`src/design/psam_pkg.sv`:
```
`default_nettype none

package psam_pkg;

    // fixed field widths
    localparam int ADC_W     = 12;
    localparam int AXIS_W    = 8;
    localparam int CFG_IDX_W = 2;
    localparam int TDATA_IN_W  = 16;
    localparam int TDATA_OUT_W = 8;

    // averaging depth, allowed range 1..64
    localparam int AVG_SAMPLES_DEF = 4;

    // divider widths: dividend of the mapping step is 2*|num| + span (21 bits),
    // divisor is 2*span (13 bits)
    localparam int MAP_DVD_W = 21;
    localparam int DVS_W     = 13;

    localparam logic [AXIS_W-1:0] AXIS_TOP = 8'sd127;

    typedef enum logic [CFG_IDX_W-1:0] {
        CFG_ADC_MIN  = 2'd0,
        CFG_ADC_MAX  = 2'd1,
        CFG_END_SNAP = 2'd2,
        CFG_INVERT   = 2'd3
    } t_cfg_idx;

    typedef enum logic [1:0] {
        K_ZERO = 2'd0,
        K_LOW  = 2'd1,
        K_HIGH = 2'd2,
        K_LIN  = 2'd3
    } t_kind;

    // controller -> datapath
    typedef struct packed {
        logic  acc;        // sample taken this cycle
        logic  div_start;  // launch divider
        logic  raw_load;   // capture group mean
        logic  eval;       // capture zone decision and mapping operands
        logic  out_load;   // write result register
    } t_cmd;

    // datapath -> controller
    typedef struct packed {
        logic grp_last;    // next sample closes the group
        logic div_done;    // quotient ready
        logic div_busy;
        logic lin;         // linear range, needs the division
        logic out_free;    // result register can take a value
    } t_stat;

endpackage

`default_nettype wire

```
`src/design/psam_div.sv`:
```
`default_nettype none

module psam_div #(
    parameter int DVD_W = 21,
    parameter int DVS_W = 13
) (
    input  wire logic             i_clk,
    input  wire logic             i_rst_n,
    input  wire logic             i_start,
    input  wire logic [DVD_W-1:0] i_dividend,
    input  wire logic [DVS_W-1:0] i_divisor,
    output logic      [DVD_W-1:0] o_quot,
    output logic                  o_busy,
    output logic                  o_done
);
    localparam int CNT_W = $clog2(DVD_W + 1);

    logic             r_busy;
    logic             r_done;
    logic [CNT_W-1:0] r_cnt;
    logic [DVS_W-1:0] r_rem;
    logic [DVS_W-1:0] r_dvs;
    logic [DVD_W-1:0] r_quo;

    logic [DVS_W:0]   rem_sh;
    logic [DVS_W:0]   rem_sub;
    logic             ge;

    // restoring step, one quotient bit per cycle
    always_comb begin
        rem_sh  = {r_rem, r_quo[DVD_W-1]};
        ge      = rem_sh >= {1'b0, r_dvs};
        rem_sub = rem_sh - {1'b0, r_dvs};
    end

    always_ff @(posedge i_clk) begin
        if (!i_rst_n) begin
            r_busy <= 1'b0;
            r_done <= 1'b0;
            r_cnt  <= '0;
        end else begin
            r_done <= r_busy && (r_cnt == CNT_W'(1));
            if (i_start) begin
                r_busy <= 1'b1;
                r_cnt  <= CNT_W'(DVD_W);
            end else if (r_busy) begin
                r_cnt <= r_cnt - CNT_W'(1);
                if (r_cnt == CNT_W'(1)) begin
                    r_busy <= 1'b0;
                end
            end
        end
    end

    always_ff @(posedge i_clk) begin
        if (i_start) begin
            r_rem <= '0;
            r_dvs <= i_divisor;
            r_quo <= i_dividend;
        end else if (r_busy) begin
            r_rem <= ge ? rem_sub[DVS_W-1:0] : rem_sh[DVS_W-1:0];
            r_quo <= {r_quo[DVD_W-2:0], ge};
        end
    end

    assign o_quot = r_quo;
    assign o_busy = r_busy;
    assign o_done = r_done;

endmodule

`default_nettype wire

```
`src/design/psam_dp.sv`:
```
`default_nettype none

module psam_dp #(
    parameter int AVG_SAMPLES = 4,
    parameter int SUM_W       = 14,
    parameter int CNT_W       = 2
) (
    input  wire logic                             i_clk,
    input  wire logic                             i_rst_n,
    input  wire psam_pkg::t_cmd                   i_cmd,
    output psam_pkg::t_stat                       o_stat,
    input  wire logic [psam_pkg::ADC_W-1:0]       i_sample,
    input  wire logic                             i_cfg_we,
    input  wire logic [psam_pkg::CFG_IDX_W-1:0]   i_cfg_index,
    input  wire logic [psam_pkg::ADC_W-1:0]       i_cfg_data,
    input  wire logic                             i_out_ready,
    output logic                                  o_out_valid,
    output logic      [psam_pkg::AXIS_W-1:0]      o_out_data
);
    import psam_pkg::*;

    // group mean by reciprocal multiplication, exact for every group sum
    localparam int MEAN_SH  = SUM_W + $clog2(AVG_SAMPLES);
    localparam int MEAN_M_I = ((1 << MEAN_SH) + AVG_SAMPLES - 1) / AVG_SAMPLES;
    localparam logic [SUM_W:0] MEAN_M = (SUM_W+1)'(MEAN_M_I);
    localparam int PROD_W   = 2 * SUM_W + 1;

    logic [ADC_W-1:0]     r_adc_min;
    logic [ADC_W-1:0]     r_adc_max;
    logic [ADC_W-1:0]     r_end_snap;
    logic                 r_invert;

    logic [SUM_W-1:0]     r_sum;
    logic [CNT_W-1:0]     r_cnt;
    logic [SUM_W-1:0]     r_grp;
    logic [ADC_W-1:0]     r_raw;
    t_kind                r_kind;
    logic                 r_neg;
    logic [MAP_DVD_W-1:0] r_num;
    logic [DVS_W-1:0]     r_den;
    logic                 r_out_valid;
    logic [AXIS_W-1:0]    r_out_data;

    logic [SUM_W-1:0]     sum_nx;
    logic                 grp_last;
    logic [PROD_W-1:0]    mean_prod;

    // zone decision and mapping operands
    logic [ADC_W:0]       lo_plus;
    logic                 low_hit;
    logic signed [ADC_W+1:0] hi_minus;
    logic                 high_hit;
    logic [ADC_W:0]       span13;
    logic                 span_pos;
    logic [ADC_W-1:0]     span;
    logic [ADC_W-1:0]     diff;
    logic [MAP_DVD_W-2:0] p254;
    logic [MAP_DVD_W-2:0] p127;
    logic signed [MAP_DVD_W-1:0] num;
    logic [MAP_DVD_W-1:0] num_abs;
    logic [MAP_DVD_W-1:0] dvd_map;
    t_kind                kind;

    logic [MAP_DVD_W-1:0] div_quot;
    logic                 div_busy;
    logic                 div_done;

    logic [AXIS_W-1:0]    q_mag;
    logic [AXIS_W-1:0]    axis;
    logic                 neg_out;

    assign sum_nx    = r_sum + SUM_W'(i_sample);
    assign grp_last  = (r_cnt == CNT_W'(AVG_SAMPLES - 1));
    assign mean_prod = PROD_W'(r_grp) * PROD_W'(MEAN_M);

    always_comb begin
        lo_plus  = {1'b0, r_adc_min} + {1'b0, r_end_snap};
        low_hit  = {1'b0, r_raw} <= lo_plus;
        hi_minus = $signed({2'b00, r_adc_max}) - $signed({2'b00, r_end_snap});
        high_hit = $signed({2'b00, r_raw}) >= hi_minus;
        span13   = {1'b0, r_adc_max} - {1'b0, r_adc_min};
        span_pos = !span13[ADC_W] && (span13 != '0);
        span     = span13[ADC_W-1:0];
        diff     = r_raw - r_adc_min;
        p254     = (MAP_DVD_W-1)'(diff) * (MAP_DVD_W-1)'(254);
        p127     = (MAP_DVD_W-1)'(span) * (MAP_DVD_W-1)'(127);
        num      = $signed({1'b0, p254}) - $signed({1'b0, p127});
        num_abs  = num[MAP_DVD_W-1] ? MAP_DVD_W'(-num) : MAP_DVD_W'(num);
        dvd_map  = {num_abs[MAP_DVD_W-2:0], 1'b0} + MAP_DVD_W'(span);
        if (!span_pos) begin
            kind = K_ZERO;
        end else if (low_hit) begin
            kind = K_LOW;
        end else if (high_hit) begin
            kind = K_HIGH;
        end else begin
            kind = K_LIN;
        end
    end

    // config registers
    always_ff @(posedge i_clk) begin
        if (!i_rst_n) begin
            r_adc_min  <= '0;
            r_adc_max  <= '1;
            r_end_snap <= '0;
            r_invert   <= 1'b0;
        end else if (i_cfg_we) begin
            case (t_cfg_idx'(i_cfg_index))
                CFG_ADC_MIN:  r_adc_min  <= i_cfg_data;
                CFG_ADC_MAX:  r_adc_max  <= i_cfg_data;
                CFG_END_SNAP: r_end_snap <= i_cfg_data;
                CFG_INVERT:   r_invert   <= i_cfg_data[0];
                default:      r_invert   <= r_invert;
            endcase
        end
    end

    // group accumulator
    always_ff @(posedge i_clk) begin
        if (!i_rst_n) begin
            r_sum <= '0;
            r_cnt <= '0;
        end else if (i_cmd.acc) begin
            if (grp_last) begin
                r_sum <= '0;
                r_cnt <= '0;
            end else begin
                r_sum <= sum_nx;
                r_cnt <= r_cnt + CNT_W'(1);
            end
        end
    end

    always_ff @(posedge i_clk) begin
        if (i_cmd.acc && grp_last) begin
            r_grp <= sum_nx;
        end
        if (i_cmd.raw_load) begin
            r_raw <= mean_prod[MEAN_SH +: ADC_W];
        end
        if (i_cmd.eval) begin
            r_kind <= kind;
            r_neg  <= num[MAP_DVD_W-1];
            r_num  <= dvd_map;
            r_den  <= {span, 1'b0};
        end
    end

    // serial divider for the linear mapping
    psam_div #(
        .DVD_W (MAP_DVD_W),
        .DVS_W (DVS_W)
    ) u_div (
        .i_clk      (i_clk),
        .i_rst_n    (i_rst_n),
        .i_start    (i_cmd.div_start),
        .i_dividend (r_num),
        .i_divisor  (r_den),
        .o_quot     (div_quot),
        .o_busy     (div_busy),
        .o_done     (div_done)
    );

    // final axis value
    always_comb begin
        q_mag   = (div_quot > MAP_DVD_W'(AXIS_TOP)) ? AXIS_TOP : div_quot[AXIS_W-1:0];
        neg_out = r_neg ^ r_invert;
        case (r_kind)
            K_ZERO:  axis = '0;
            K_LOW:   axis = r_invert ? AXIS_TOP : -AXIS_TOP;
            K_HIGH:  axis = r_invert ? -AXIS_TOP : AXIS_TOP;
            K_LIN:   axis = neg_out ? -q_mag : q_mag;
            default: axis = '0;
        endcase
    end

    always_ff @(posedge i_clk) begin
        if (!i_rst_n) begin
            r_out_valid <= 1'b0;
        end else if (i_cmd.out_load) begin
            r_out_valid <= 1'b1;
        end else if (i_out_ready) begin
            r_out_valid <= 1'b0;
        end
    end

    always_ff @(posedge i_clk) begin
        if (i_cmd.out_load) begin
            r_out_data <= axis;
        end
    end

    assign o_out_valid = r_out_valid;
    assign o_out_data  = r_out_data;

    assign o_stat.grp_last = grp_last;
    assign o_stat.div_done = div_done;
    assign o_stat.div_busy = div_busy;
    assign o_stat.lin      = (r_kind == K_LIN);
    assign o_stat.out_free = !r_out_valid || i_out_ready;

endmodule

`default_nettype wire

```
`src/design/psam_ctrl.sv`:
```
`default_nettype none

module psam_ctrl (
    input  wire logic            i_clk,
    input  wire logic            i_rst_n,
    input  wire logic            i_in_valid,
    output logic                 o_in_ready,
    input  wire psam_pkg::t_stat i_stat,
    output psam_pkg::t_cmd       o_cmd
);
    import psam_pkg::*;

    typedef enum logic [2:0] {
        S_IDLE,
        S_MEAN,
        S_EVAL,
        S_MAP_GO,
        S_MAP_WAIT,
        S_OUT
    } t_state;

    t_state r_state;
    t_state n_state;
    logic   take;

    assign o_in_ready = (r_state == S_IDLE);
    assign take       = o_in_ready && i_in_valid;

    always_comb begin
        n_state         = r_state;
        o_cmd           = '0;
        case (r_state)
            S_IDLE: begin
                o_cmd.acc = take;
                if (take && i_stat.grp_last) begin
                    n_state = S_MEAN;
                end
            end
            S_MEAN: begin
                o_cmd.raw_load = 1'b1;
                n_state        = S_EVAL;
            end
            S_EVAL: begin
                o_cmd.eval = 1'b1;
                n_state    = S_MAP_GO;
            end
            S_MAP_GO: begin
                if (i_stat.lin) begin
                    o_cmd.div_start = 1'b1;
                    n_state         = S_MAP_WAIT;
                end else begin
                    n_state = S_OUT;
                end
            end
            S_MAP_WAIT: begin
                if (i_stat.div_done) begin
                    n_state = S_OUT;
                end
            end
            S_OUT: begin
                if (i_stat.out_free) begin
                    o_cmd.out_load = 1'b1;
                    n_state        = S_IDLE;
                end
            end
            default: n_state = S_IDLE;
        endcase
    end

    always_ff @(posedge i_clk) begin
        if (!i_rst_n) begin
            r_state <= S_IDLE;
        end else begin
            r_state <= n_state;
        end
    end

endmodule

`default_nettype wire

```
`src/design/pot_sample_to_axis_mapper_core.sv`:
```
// channel     | direction | handshake                     | payload
// s_axis      | in        | s_axis_tvalid / s_axis_tready | tdata[11:0] adc_sample
// m_axis      | out       | m_axis_tvalid / m_axis_tready | tdata[7:0]  axis_value
// cfg write   | in        | i_cfg_valid / o_cfg_ready     | i_cfg_index, i_cfg_data
//
// a sample that does not close a group is taken while the input stays open
// a group-closing sample holds the input through mean by reciprocal multiply, zone
// decision, one-bit-per-cycle division (linear range only; a snap zone or empty
// calibration skips it) and result write, which waits for the previous result
// reset is synchronous, active low, and clears the group, the config and the result
// a waiting result does not block further samples; only a new group result stalls
// until the previous one is taken
`default_nettype none

module pot_sample_to_axis_mapper_core #(
    parameter int AVG_SAMPLES = psam_pkg::AVG_SAMPLES_DEF
) (
    input  wire logic                                i_clk,
    input  wire logic                                i_rst_n,
    // s_axis tdata: [11:0] adc_sample, [15:12] zero
    input  wire logic                                s_axis_tvalid,
    output logic                                     s_axis_tready,
    input  wire logic [psam_pkg::TDATA_IN_W-1:0]     s_axis_tdata,
    // m_axis tdata: [7:0] axis_value
    output logic                                     m_axis_tvalid,
    input  wire logic                                m_axis_tready,
    output logic      [psam_pkg::TDATA_OUT_W-1:0]    m_axis_tdata,
    input  wire logic                                i_cfg_valid,
    output logic                                     o_cfg_ready,
    input  wire logic [psam_pkg::CFG_IDX_W-1:0]      i_cfg_index,
    input  wire logic [psam_pkg::ADC_W-1:0]          i_cfg_data
);
    import psam_pkg::*;

    // group sum and sample counter widths follow the averaging depth
    localparam int SUM_W  = ADC_W + $clog2(AVG_SAMPLES);
    localparam int CNT_W  = (AVG_SAMPLES > 1) ? $clog2(AVG_SAMPLES) : 1;

    t_cmd  cmd;
    t_stat stat;

    // config is always accepted
    assign o_cfg_ready = 1'b1;

    psam_ctrl u_ctrl (
        .i_clk      (i_clk),
        .i_rst_n    (i_rst_n),
        .i_in_valid (s_axis_tvalid),
        .o_in_ready (s_axis_tready),
        .i_stat     (stat),
        .o_cmd      (cmd)
    );

    psam_dp #(
        .AVG_SAMPLES (AVG_SAMPLES),
        .SUM_W       (SUM_W),
        .CNT_W       (CNT_W)
    ) u_dp (
        .i_clk       (i_clk),
        .i_rst_n     (i_rst_n),
        .i_cmd       (cmd),
        .o_stat      (stat),
        .i_sample    (s_axis_tdata[ADC_W-1:0]),
        .i_cfg_we    (i_cfg_valid),
        .i_cfg_index (i_cfg_index),
        .i_cfg_data  (i_cfg_data),
        .i_out_ready (m_axis_tready),
        .o_out_valid (m_axis_tvalid),
        .o_out_data  (m_axis_tdata)
    );

`ifndef SYNTHESIS
    // the saturated axis never reaches the most negative code
    a_no_min_code: assert property (@(posedge i_clk) disable iff (!i_rst_n)
        m_axis_tvalid |-> (m_axis_tdata != 8'h80))
        else $error("axis value out of range");

    // no sample is taken while the divider is running
    a_ready_div: assert property (@(posedge i_clk) disable iff (!i_rst_n)
        s_axis_tready |-> !stat.div_busy)
        else $error("input ready during division");

    // a sample that does not close the group leaves the input open
    a_mid_group: assert property (@(posedge i_clk) disable iff (!i_rst_n)
        (s_axis_tvalid && s_axis_tready && !stat.grp_last) |=> s_axis_tready)
        else $error("input stalled inside a group");

    // a result is written only when the output register is free
    a_out_free: assert property (@(posedge i_clk) disable iff (!i_rst_n)
        cmd.out_load |-> (!m_axis_tvalid || m_axis_tready))
        else $error("result register overwritten");
`endif

endmodule

`default_nettype wire

```
`config.mk`:
```
export PLATFORM = sky130hd
export DESIGN_NAME = pot_sample_to_axis_mapper_core
export DESIGN_NICKNAME = d
export VERILOG_FILES = /design/src/design/psam_pkg.sv /design/src/design/psam_div.sv /design/src/design/psam_dp.sv /design/src/design/psam_ctrl.sv /design/src/design/pot_sample_to_axis_mapper_core.sv
export SDC_FILE = /design/constraint.sdc
export NUM_CORES = 1
export LEC_CHECK = 0
export BUFFER_PORTS_ARGS = -buffer_cell sky130_fd_sc_hd__buf_2
export CAP_MARGIN = 15
export CORE_MARGIN = 1.5
export CORE_UTILIZATION = 30
export CTS_CLUSTER_DIAMETER = 120
export DETAILED_ROUTE_END_ITERATION = 7
export GPL_TIMING_DRIVEN = 0
export SLEW_MARGIN = 20
export SYNTH_ARGS = -nofsm -noshare
export SYNTH_HDL_FRONTEND = slang
export SYNTH_SLANG_ARGS = --single-unit
```
`constraint.sdc`:
```
create_clock -name i_clk -period 12 [get_ports i_clk]
set_input_delay 2.4 -clock i_clk [delete_from_list [all_inputs] [get_ports i_clk]]
set_output_delay 2.4 -clock i_clk [all_outputs]
set_load 0.03 [all_outputs]
```
**Word-level counts from Yosys, hierarchy flattened**

Index checks and enable logic that the tools add are counted.

- $mul: 2
- Add/subtract/negate cells: 12
- Reduce and logical (&&, ||, !) cells: 21
- Bitwise logic cells: 3
- Eq/ne operators: 16
- Order comparisons: 4
- Multiplexer cells: 32

Operators by type and width:

| operator | number |
|---|---|
| $mux 21 | 2 |
| $mul 12x7->19 const B | 2 |
| $mux 8 | 4 |
| $pmux 8 s4 | 1 |
| $sub 12x12->13 | 2 |
| $add 21x12->21 | 1 |
| $gt 21x7->1 const B | 1 |
| $sub 20x19->21 | 1 |
| $mux 20 | 1 |
| $neg 20->20 | 1 |
| $pmux 3 s6 | 1 |
| $mux 1 | 15 |
| $add 14x12->14 | 1 |
| $ge 13x14->1 | 1 |
| $ge 14x13->1 | 1 |
| $mux 14 | 1 |
| $add 12x12->13 | 1 |
| $le 12x13->1 | 1 |
| $mux 13 | 1 |
| $reduce_bool 13->1 | 1 |
| $sub 13x13->13 | 1 |
| $sub 12x12->12 | 1 |
| $eq 2x2->1 const B | 5 |
| $mux 5 | 2 |
| 23 further kinds | 41 |

- Logic and storage cells: 113
- Flip-flop bits (word level): 180
- Input bits: 35

**Longest topological paths before layout**

Gate-level depths: netlist (run 1).

- Depth in word-level cells: 6
- Gate-level depth with buffers: 55

**By module**

A second synthesis (run 1) with hierarchy kept.

- Cell total of the unflattened synthesis: 1,783
- Area, all modules: 16,797.4 sq um

Modules (own cells, without submodules):

| module | instances | area an instance (sq um) | seq. area each (sq um) | cells an instance |
|---|---|---|---|---|
| psam_dp | 1 | 13,595.5 | 3,093.0 | 1,493 |
| psam_div | 1 | 2,935.3 | 1,421.4 | 261 |
| psam_ctrl | 1 | 255.2 | 60.1 | 27 |
| pot_sample_to_axis_mapper_core | 1 | 11.3 | 0.0 | 2 |

**Worst setup path after synthesis (run 1)**

No wires, ideal clock.

- Path kind: register to register
- Start point: register u_dp.r_adc_min[1]
- End point: register u_dp.r_num[14] (data pin)
- Data arrival time: 10.734 ns
- Required time: 11.720 ns
- Slack: 0.986 ns
- Buffers on the path: 2
- Stages on the path, launching flop included: 50
- Library setup time: 0.280 ns
- Cell sequence: dfxtp_1 inv_1 ha_1 nor2b_1 o21ai_0 a21boi_0 o21ai_0 a21boi_0 o21ai_0 a21boi_0 nor2_1 ha_1 xor2_1 fa_1 inv_1 fa_1 fa_1 inv_1 [14 not listed] and2_1 buf_6 clkinv_1 clkbuf_1 nor2_1 a21o_1 ha_1 a21o_1 a21oi_1 o21ai_0 a21oi_1 o21a_1 o21ai_0 o41a_1 a21oi_1 o21ai_0 a221oi_1 xor2_1

- Elaborated cells on any way between the ends: 8

RTL lines:

| item | RTL line | source |
|---|---|---|
| from (decl) | psam_dp.sv:28 | `logic [ADC_W-1:0] r_adc_min;` |
| from (signal assigned) | psam_dp.sv:110 | `CFG_ADC_MIN: r_adc_min <= i_cfg_data;` |
| $sub 12x12->12 / $sub 12x12->13 (equally long branches) | psam_dp.sv:84, psam_dp.sv:81 |  |
| $mul 12x7->19 (on tied branches) | psam_dp.sv:85, psam_dp.sv:86 |  |
| $sub 20x19->21 * | psam_dp.sv:87 | `num = $signed({1'b0, p254}) - $signed({1'b0, p127});` |
| named net u_dp.num[20] | psam_dp.sv:59 | `logic signed [MAP_DVD_W-1:0] num;` |
| $mux 20 * | psam_dp.sv:88 | `num_abs = num[MAP_DVD_W-1] ? MAP_DVD_W'(-num) : MAP_DVD_W'(num);` |
| $add 21x12->21 * | psam_dp.sv:89 | `dvd_map = {num_abs[MAP_DVD_W-2:0], 1'b0} + MAP_DVD_W'(span);` |
| named net u_dp.dvd_map[14] | psam_dp.sv:61 | `logic [MAP_DVD_W-1:0] dvd_map;` |
| to (signal assigned) | psam_dp.sv:145 | `r_num <= dvd_map;` |
| to (decl) | psam_dp.sv:39 | `logic [MAP_DVD_W-1:0] r_num;` |

The timed path passes the listed nets; every way through them passes the cells marked *.
A chain may end at the register's enable or synchronous reset.

**Worst setup path after layout (run 1)**

- Start point: register u_dp.r_raw[0]
- End point: register u_dp.r_num[14] (data pin)

- Word-level cells in the longest chain between the ends: 6

Ends and longest elaborated chain:

| item | RTL line | source |
|---|---|---|
| from (decl) | psam_dp.sv:36 | `logic [ADC_W-1:0] r_raw;` |
| from (signal assigned) | psam_dp.sv:140 | `r_raw <= mean_prod[MEAN_SH +: ADC_W];` |
| $sub 12x12->12 * | psam_dp.sv:84 | `diff = r_raw - r_adc_min;` |
| $mul 12x7->19 * | psam_dp.sv:85 | `p254 = (MAP_DVD_W-1)'(diff) * (MAP_DVD_W-1)'(254);` |
| $sub 20x19->21 * | psam_dp.sv:87 |  |
| $neg 20->20 | psam_dp.sv:88 |  |
| $mux 20 * | psam_dp.sv:88 |  |
| $add 21x12->21 * | psam_dp.sv:89 |  |
| named net u_dp.dvd_map[14] | psam_dp.sv:61 |  |

Marks and branches as above.

==> results by group, run 1 <==
Min path
  – Hold Crit Start: u_dp.r_den[10]
  – Hold Crit Class: reg2reg
  – Hold Path End: u_dp.u_div.r_dvs[10]
  – Hold path cells: 0

Timing
  – Final WS setup: roughly 540 ps
  – Clock Skew: between 9 and 10 ps
  – Min Tclk post-route: about 11000 ps
  – Hold Vio Cnt, Final: 0
  – Fin crit share: between 90% and 100%
  – Worst-Margin Slew: 1100 ps
  – Achievable frequency: approximately 87 MHz
  – Pins Over Slew Limit: 0
  – Setup-failing EPs final: 0
  – Slew HR: 26.11%
  – Setup_tns: 0 ps
  – Min Hold Slack: ~410 ps

Worst setup path
  – Startpoint types: flop
  – WP data required: approximately 12000 ps
  – Critical R2R Capture: u_dp.r_num[14]
  – Critical path class: reg2reg
  – CP Data Arrival Time: around 12000 ps
  – CP max stage delay: between 500 and 600 ps
  – Worst Setup End Kind: flop
  – Critical-path top delay cell: fa_1
  – FF-to-FF path depth: a little over 50
  – CP Max Fanout: 12
  – Worst R2R Setup Slack: 540 ps
  – Worst r2r src: u_dp.r_raw[0]

Floorplan
  – Die Ht: roughly 240 um
  – # rows: 84
  – Die ar.: roughly 55000 sq um
  – I/O pin count: 46
  – Starting Density: a little under a third
  – Die X: about 240 um
  – CORE AREA: 52970 sq um

GRT
  – Number of global-route vias before repair: ~12000
  – GRT Util Overall: 13.41%
  – Global route total overflow: 0
  – Initial antenna violation count: 4
  – Pin count of the biggest net entering global routing: 22
  – First-pass GRT wire length: around 60000 um

Clocking
  – H-tree levels: 4
  – Clock Tree Buf Depth: 2
  – CTS root buf: clkbuf_16
  – Clock tree from TritonCTS: done
  – Worst-Skew Late Latency: between 400 and 500 ps
  – Clock buffer count from CTS: 17
  – Clock transition at path regs: approximately 70 ps
  – Hold_buf cts: 0
  – Clk sinks: 177

Status
  – Status: complete, no violations

Synth
  – Synth Area per Inst: between 9 and 10 sq um
  – YS warnings: 0
  – Most used DFF post-synth: edfxtp_1
  – Ys async rst share: 0%
  – Register area share after synthesis: about 28%
  – Netlist Area Pre-Place: approximately 16000 sq um
  – Syn nets: ~2100
  – Unique masters post-synth: 83
  – Cells after Synth: ~1800
  – Flops & latches, synth: between 150 and 200
  – Number of synthesized flops with an enable pin: 100

Detailed routing
  – Vias/cell: about 4.8
  – Drt total wl: 36910 um
  – DR pass1 iterations: 5
  – Via count: 12117
  – WL per Instance: 14.54 um
  – Remaining antenna violation count: 0
  – 1st-iter DRT viols: approximately 530
  – Drt drc: 0

Placement
  – Input/output buffers: 40
  – Dpl hpwl: between 20000 and 30000 um
  – Setup Slack @ Placement: -467.8 ps
  – Routability congestion estimate: about 0.85

Finish
  – Area Growth Syn to Fin: 12.33%
  – Most common cell after layout, fill and taps aside: inv_1
  – Most frequent cells in the layout: inv_1, ha_1, nand2_1, a21oi_1, edfxtp_1
  – Filler Cell Count: 5359
  – Nets@finish: 2159
  – Share of layout cells above drive strength 1: approximately 8.3%

Job
  – Max-cap violations: 0
worst max-delay path: cells and delay by family, from the launching register on:
kind                       cells  cell delay (ps)
AOI/OAI and AO/OA             21             4020
xor gates and xnor gates       4              590
adders and majority gates     12             4460
buffers and inverters          9              880
DFF                            1              480
and+or+nand+nor                5              750
cell usage after synthesis (all sizes together) (31+ instances only):
cell type | number | area share, %
xnor2 | 97 | 5.3
nand3 | 37 | 1.2
clkbuf | 35 | 0.81
xor2 | 49 | 2.6
a21o | 44 | 2.0
nand2 | 165 | 3.8
nor2 | 92 | 2.1
ha | 202 | 16
nor2b | 43 | 1.7
a21oi | 115 | 3.6
fa | 89 | 11
o21ai | 67 | 2.1
edfxtp | 100 | 19
dfxtp | 77 | 9.5
a21boi | 31 | 1.4
inv | 234 | 5.4
what timing repair did:
item | 4_1_cts | 5_1_grt
endpoints found under the setup margin | 7 | 10
setup buffers | 0 | 9
gates resized for setup | 7 | 34
pin swaps | 0 | 10
sequential cells by signal, indices dropped and copies added (netlist names), 3 cells and up:
signal,count
u_dp.r_num,21
u_dp.u_div.r_dvs,12
u_dp.u_div.o_quot,21
u_dp.r_adc_min,12
u_dp.u_div.r_cnt,5
u_dp.u_div.r_rem,13
u_ctrl.r_state,3
u_dp.r_sum,14
u_dp.r_raw,12
u_dp.r_den,11
u_dp.o_out_data,8
u_dp.r_end_snap,12
u_dp.r_grp,12
u_dp.r_adc_max,12
cell families (layout without fill, tap and decap cells):
family | after synthesis | after routing | synth area share [%]
simple gates | 462 | 462 | 14.05
xor+xnor | 146 | 146 | 7.942
fa+ha+maj | 292 | 292 | 26.67
other cells | 1 | 5 | 0.02315
buf+inv | 285 | 368 | 6.899
compound gates | 382 | 382 | 15.20
mux | 18 | 18 | 1.151
flops | 177 | 177 | 28.06
worst max path at each step:
stage / start / end / slack (ps) / cells past startpoint
after global placement: u_dp.r_raw[1] / u_dp.r_num[14] / -350 / 48
after detailed placement: u_dp.r_raw[0] / u_dp.r_num[14] / -470 / 50
after floorplan: u_dp.r_adc_min[1] / u_dp.r_num[14] / 990 / 49
final: u_dp.r_raw[0] / u_dp.r_num[14] / 540 / 51
after global routing: u_dp.r_raw[0] / u_dp.r_num[14] / -120 / 51
after CTS: u_dp.r_raw[0] / u_dp.r_num[14] / 4 / 49
through the flow:
step	cell area, sq um	util, %	std cells
after floorplan	16200	-	1763
after global placement	17260	32.58	2491
after detailed placement	17300	32.65	2495
after CTS	17980	33.94	2526
after global routing	18180	34.33	2534
final	18190	34.34	2538
per-layer routing:
metal / wire length [um] / GRT usage [%]
met5: 0 / 0
met3: 1243 / 2.240
met4: 910 / 4.536
met2: 17390 / 23.05
met1: 17360 / 17.00
final cells by class:
| cell class | count | area [sq um] | share of cell area, % |
|---|---|---|---|
| timing repair buffer | 53 | 297.8 | 1.637 |
| multi-input combinational | 1301 | 10720 | 58.92 |
| tap | 688 | 860.8 | 4.732 |
| antenna | 4 | 10.01 | 0.05502 |
| buffer | 47 | 225.2 | 1.238 |
| clock inverter | 15 | 221.5 | 1.217 |
| clock buffer | 17 | 425.4 | 2.338 |
| sequential | 177 | 4544 | 24.98 |
| inverter | 236 | 888.4 | 4.883 |
Power of run 1 is left out: the tool's default activity adds up to more than one toggle a clock period on the data nets, which glitch-free logic cannot reach.
==> run 2, diff against run 1 <==
- ABC_AREA: default -> 1
==> results by group, run 2 <==
GRT
  – Global route total overflow: 0
  – Number of global-route vias before repair: 13603
  – First-pass GRT wire length: about 66000 um
  – GRT Util Overall: roughly 14%
  – Initial antenna violation count: 2
  – Pin count of the biggest net entering global routing: 27

Floorplan
  – Die X: between 200 and 250 um
  – # rows: 86
  – CORE AREA: 54990 sq um
  – I/O pin count: between 40 and 50
  – Die ar.: 57000 sq um
  – Die Ht: approximately 240 um
  – Starting Density: 30.32%

Worst setup path
  – Critical Path Stages: 56
  – WP data required: 12210 ps
  – Critical-path top delay cell: fa_1
  – CP Max Fanout: 10
  – Critical path class: reg2reg
  – WP buf/inv: 10
  – CP Data Arrival Time: 11080 ps
  – Startpoint types: flop
  – Cell family with most CP delay: adder cells
  – CP max stage delay: between 500 and 600 ps
  – FF-to-FF path depth: between 50 and 60
  – Most frequent CP cell: nand2_1
  – Worst Setup End Kind: flop

Synth
  – YS warnings: 0
  – Synth area leader: edfxtp_1
  – Synth cell count leaders: nand2_1, inv_1, ha_1
  – Netlist Area Pre-Place: 16670 sq um
  – Number of synthesized flops with an enable pin: 100
  – Flops & latches, synth: approximately 180
  – Most used DFF post-synth: edfxtp_1
  – Synth top area share: 18.01%
  – Cell with the most instances after synthesis: nand2_1
  – Synth Area per Inst: 7.802 sq um
  – Unique masters post-synth: 51
  – Register area share after synthesis: 27.26%
  – Ys async rst share: 0%
  – Top cells by area, synth: edfxtp_1, ha_1, nand2_1
  – Cells after Synth: approximately 2100
  – Syn nets: between 2000 and 2500

Timing
  – Hold Vio Cnt, Final: 0
  – Setup_tns: 0 ps
  – Setup-failing EPs final: 0
  – Clock Skew: roughly 13 ps
  – Achievable frequency: 91.95 MHz
  – Slew HR: between 30% and 40%
  – Worst-Margin Slew: between 1000 and 1500 ps
  – Pins Over Slew Limit: 0
  – Fin crit share: between 90% and 100%
  – Unrepaired setup endpoints after global routing: false
  – Min Tclk post-route: 10880 ps

Finish
  – Nets@finish: roughly 2500
  – Most frequent cells in the layout: nand2_1, inv_1, ha_1, a21oi_1, nor2_1
  – Post-route insts no fill: 2958
  – # diodes: 0
  – Share of layout cells above drive strength 1: between 6 and 7%
  – Area Growth Syn to Fin: 10.81%
  – Most common cell after layout, fill and taps aside: nand2_1

Clocking
  – H-tree levels: 4
  – Worst-Skew Late Latency: around 450 ps
  – Post-CTS Setup Inserts: 0
  – Hold_buf cts: 0
  – Clock buffer count from CTS: 17
  – Clock transition at path regs: around 70 ps
  – Clock tree from TritonCTS: done
  – CTS root buf: clkbuf_16
  – Resized cells post-CTS: 0
  – Clk sinks: around 180
  – Clock Tree Buf Depth: 2

Detailed routing
  – 1st-iter DRT viols: between 700 and 800
  – DR pass1 iterations: 5
  – Drt drc: 0
  – Vias/cell: approximately 4.6
  – Remaining antenna violation count: 0
  – Via count: between 10000 and 15000
  – Drt total wl: just under 40000 um
  – WL per Instance: roughly 13 um

Min path
  – Hold Crit Class: reg2reg
  – Hold path cells: 0

Placement
  – DP Cell Count: 2926
  – Dpl hpwl: around 33000 um
  – Input/output buffers: 40
  – Routability congestion estimate: approximately 0.85

Job
  – Max-cap violations: 0

Status
  – Status: complete, no violations
[run 2: changes by cell type after synthesis, sizes merged, moves of 33 or more]
cell | previous run | this run
nor2 | 92 | 131
nor2b | 43 | 0
inv | 234 | 385
xnor2 | 97 | 34
a21oi | 115 | 174
nand2 | 165 | 504
o21ai | 67 | 100
nand3 | 37 | 106
a21o | 44 | 8
[run 2: area by class of cell]
class                           instances  area, sq um
Clock buffer                           20        436.7
Clock inverter                         12        128.9
Multi-Input combinational cell       1545        10630
Tap cell                              748        935.9
Buffer                                 28        117.6
Inverter                              387         1453
Sequential cell                       177         4544
Timing Repair Buffer                   41        227.7
Fill cell                            5764        36510
[run 2: cell families (layout without fill, tap and decap cells)]
kind of cell	Yosys count	in the layout	share of synthesized area, %
flops	177	177	27.26
other cells	1	1	0.02249
simple gates	812	812	20.83
compound gates	326	326	10.62
buf+inv	415	488	9.381
fa+ha+maj	291	291	25.85
xor+xnor	115	115	6.041
[run 2: worst reg2reg max path: cells and delay by family, from the launching register on]
kind / cells / cell delay [ps]
buffers and inverters: 10 / 1050
xor gates and xnor gates: 4 / 800
and+or+nand+nor: 23 / 2450
adders and majority gates: 12 / 4730
AOI/OAI and AO/OA: 7 / 1230
DFF: 1 / 410
[run 2: final timing paths]
path | slack (ps) | startpoint | end
hold reg to reg | 420 | u_dp.r_grp[2] | u_dp.r_raw[0]
hold / removal | 420 | u_dp.r_grp[2] | u_dp.r_raw[0]
setup reg to reg | 1120 | u_dp.r_raw[0] | u_dp.r_num[17]
setup / recovery | 1120 | u_dp.r_raw[0] | u_dp.r_num[17]
[run 2: routing by layer]
metal  vias up  routed length [um]  global-route usage [%]
met5         -                  14                       0
met4         2                 568                   3.682
met3        37                1273                   1.709
met2       234               18240                   24.77
met1      6229               18730                   18.57
li1       7028                   -                       -
[run 2: metrics by stage]
step | hold slack, ps | instance area [sq um] | utilization [%] | worst slack (ps)
floorplan | 400.3 | 16670 | - | 2066
global placement | 409.2 | 17810 | 32.39 | 731.5
detailed placement | 406.3 | 17860 | 32.49 | 617.4
CTS | 423.5 | 18430 | 33.52 | 578.0
global route | 429.5 | 18480 | 33.60 | 33.08
finish | 422.3 | 18480 | 33.60 | 1125
Power of run 2 is left out for the same reason.
==> run 3, diff against run 2 <==
- clock period: 12 -> 11.9 ns (I/O delays scaled with it)
==> results by group, run 3 (synthesis results as in run 2) <==
Status
  – Status: complete, no violations

Floorplan
  – # rows: 86
  – I/O pin count: 46
  – CORE AREA: 54990 sq um
  – Die ar.: 57000 sq um
  – Die X: between 200 and 250 um
  – Die Ht: ~240 um
  – Starting Density: ~30%

Timing
  – Achievable frequency: a little over 90 MHz
  – Setup_tns: 0 ps
  – Slew HR: between 30% and 40%
  – Unrepaired setup endpoints after global routing: false
  – Clock Skew: between 10 and 15 ps
  – Hold Vio Cnt, Final: 0
  – Final WS setup: 1086 ps
  – Min Tclk post-route: approximately 11000 ps
  – Setup-failing EPs final: 0
  – Worst-Margin Slew: between 1000 and 1500 ps
  – Pins Over Slew Limit: 0
  – Fin crit share: around 91%

Finish
  – Post-route insts no fill: 2958
  – Area Growth Syn to Fin: 10.85%
  – # diodes: 0
  – Final core occ: 33.61%
  – Nets@finish: 2523
  – Share of layout cells above drive strength 1: under 10%
  – Most common cell after layout, fill and taps aside: nand2_1
  – Most frequent cells in the layout: nand2_1, inv_1, ha_1, a21oi_1, nor2_1
  – Filler Cell Count: 5761

Clocking
  – Clock transition at path regs: around 70 ps
  – H-tree levels: 4
  – Clock Tree Buf Depth: 2
  – Hold_buf cts: 0
  – Clk sinks: 177
  – CTS root buf: clkbuf_16
  – Clock buffer count from CTS: 17
  – Worst-Skew Late Latency: roughly 450 ps
  – Clock tree from TritonCTS: done

Worst setup path
  – Worst r2r src: u_dp.r_raw[0]
  – Critical-path top delay cell: fa_1
  – CP max stage delay: 550 ps
  – CP Max Fanout: 10
  – Cell family with most CP delay: adder cells
  – WP data required: ~12000 ps
  – Worst Setup End Kind: flop
  – Most frequent CP cell: nand2_1
  – WP buf/inv: 10
  – Startpoint types: flop
  – Critical path class: reg2reg
  – CP Data Arrival Time: between 10000 and 15000 ps
  – Critical R2R Capture: u_dp.r_num[17]
  – Worst R2R Setup Slack: approximately 1100 ps
  – FF-to-FF path depth: between 50 and 60

Min path
  – Hold Path End: u_dp.r_raw[0]
  – Hold Crit Start: u_dp.r_grp[2]
  – Hold path cells: 0
  – Hold Crit Class: reg2reg

Job
  – Max-cap violations: 0

GRT
  – GRT Util Overall: between 10 and 15%
  – Pin count of the biggest net entering global routing: 27
  – Number of global-route vias before repair: 13603
  – Initial antenna violation count: 2
  – Global route total overflow: 0
  – First-pass GRT wire length: roughly 66000 um

Placement
  – Input/output buffers: 40
  – Routability congestion estimate: 0.8502
  – DP Cell Count: approximately 2900
  – Dpl hpwl: roughly 33000 um
  – Setup Slack @ Placement: around 520 ps

Detailed routing
  – Drt total wl: between 30000 and 40000 um
  – Remaining antenna violation count: 0
  – DR pass1 iterations: 5
  – 1st-iter DRT viols: 777
  – Vias/cell: around 4.6
  – Drt drc: 0
  – WL per Instance: 13.13 um
  – Via count: 13541
-- run 3: metal layers --
layer	track usage, %	wire [um]
met1	18.57	18750
met5	0	14
met2	24.77	18230
met3	1.709	1254
met4	3.682	577
-- run 3: how the worst max path moves through the flow --
| stage | to | start | slack, ps | cells after the start |
|---|---|---|---|---|
| after global routing | u_dp.r_num[17] | u_dp.r_raw[0] | 40 | 63 |
| final | u_dp.r_num[17] | u_dp.r_raw[0] | 1090 | 56 |
| after detailed placement | u_dp.r_num[17] | u_dp.r_raw[0] | 520 | 57 |
| after global placement | u_dp.r_num[17] | u_dp.r_raw[0] | 630 | 55 |
| after floorplan | u_dp.r_num[17] | u_dp.r_raw[0] | 1970 | 55 |
| after CTS | u_dp.r_num[17] | u_dp.r_raw[0] | 480 | 55 |
-- run 3: layout make-up --
class | count | area (sq um) | share of cell area [%]
Inverter | 387 | 1453 | 7.860
Clock inverter | 12 | 128.9 | 0.6973
Sequential cell | 177 | 4544 | 24.59
Clock buffer | 20 | 436.7 | 2.363
Multi-Input combinational cell | 1545 | 10640 | 57.56
Buffer | 28 | 117.6 | 0.6364
Timing Repair Buffer | 41 | 227.7 | 1.232
Tap cell | 748 | 935.9 | 5.064
-- run 3: stage by stage --
stage	hold slack (ps)	cell area [sq um]
global placement	409.2	17810
finish	422.3	18480
global route	429.5	18480
floorplan	400.3	16670
CTS	423.5	18430
detailed placement	406.3	17860
-- run 3: timing repair --
action | CTS | global route
setup buffers | 0 | 0
gates resized for setup | 0 | 14
setup endpoints to repair | 0 | 9
Power of run 3 is left out for the same reason.
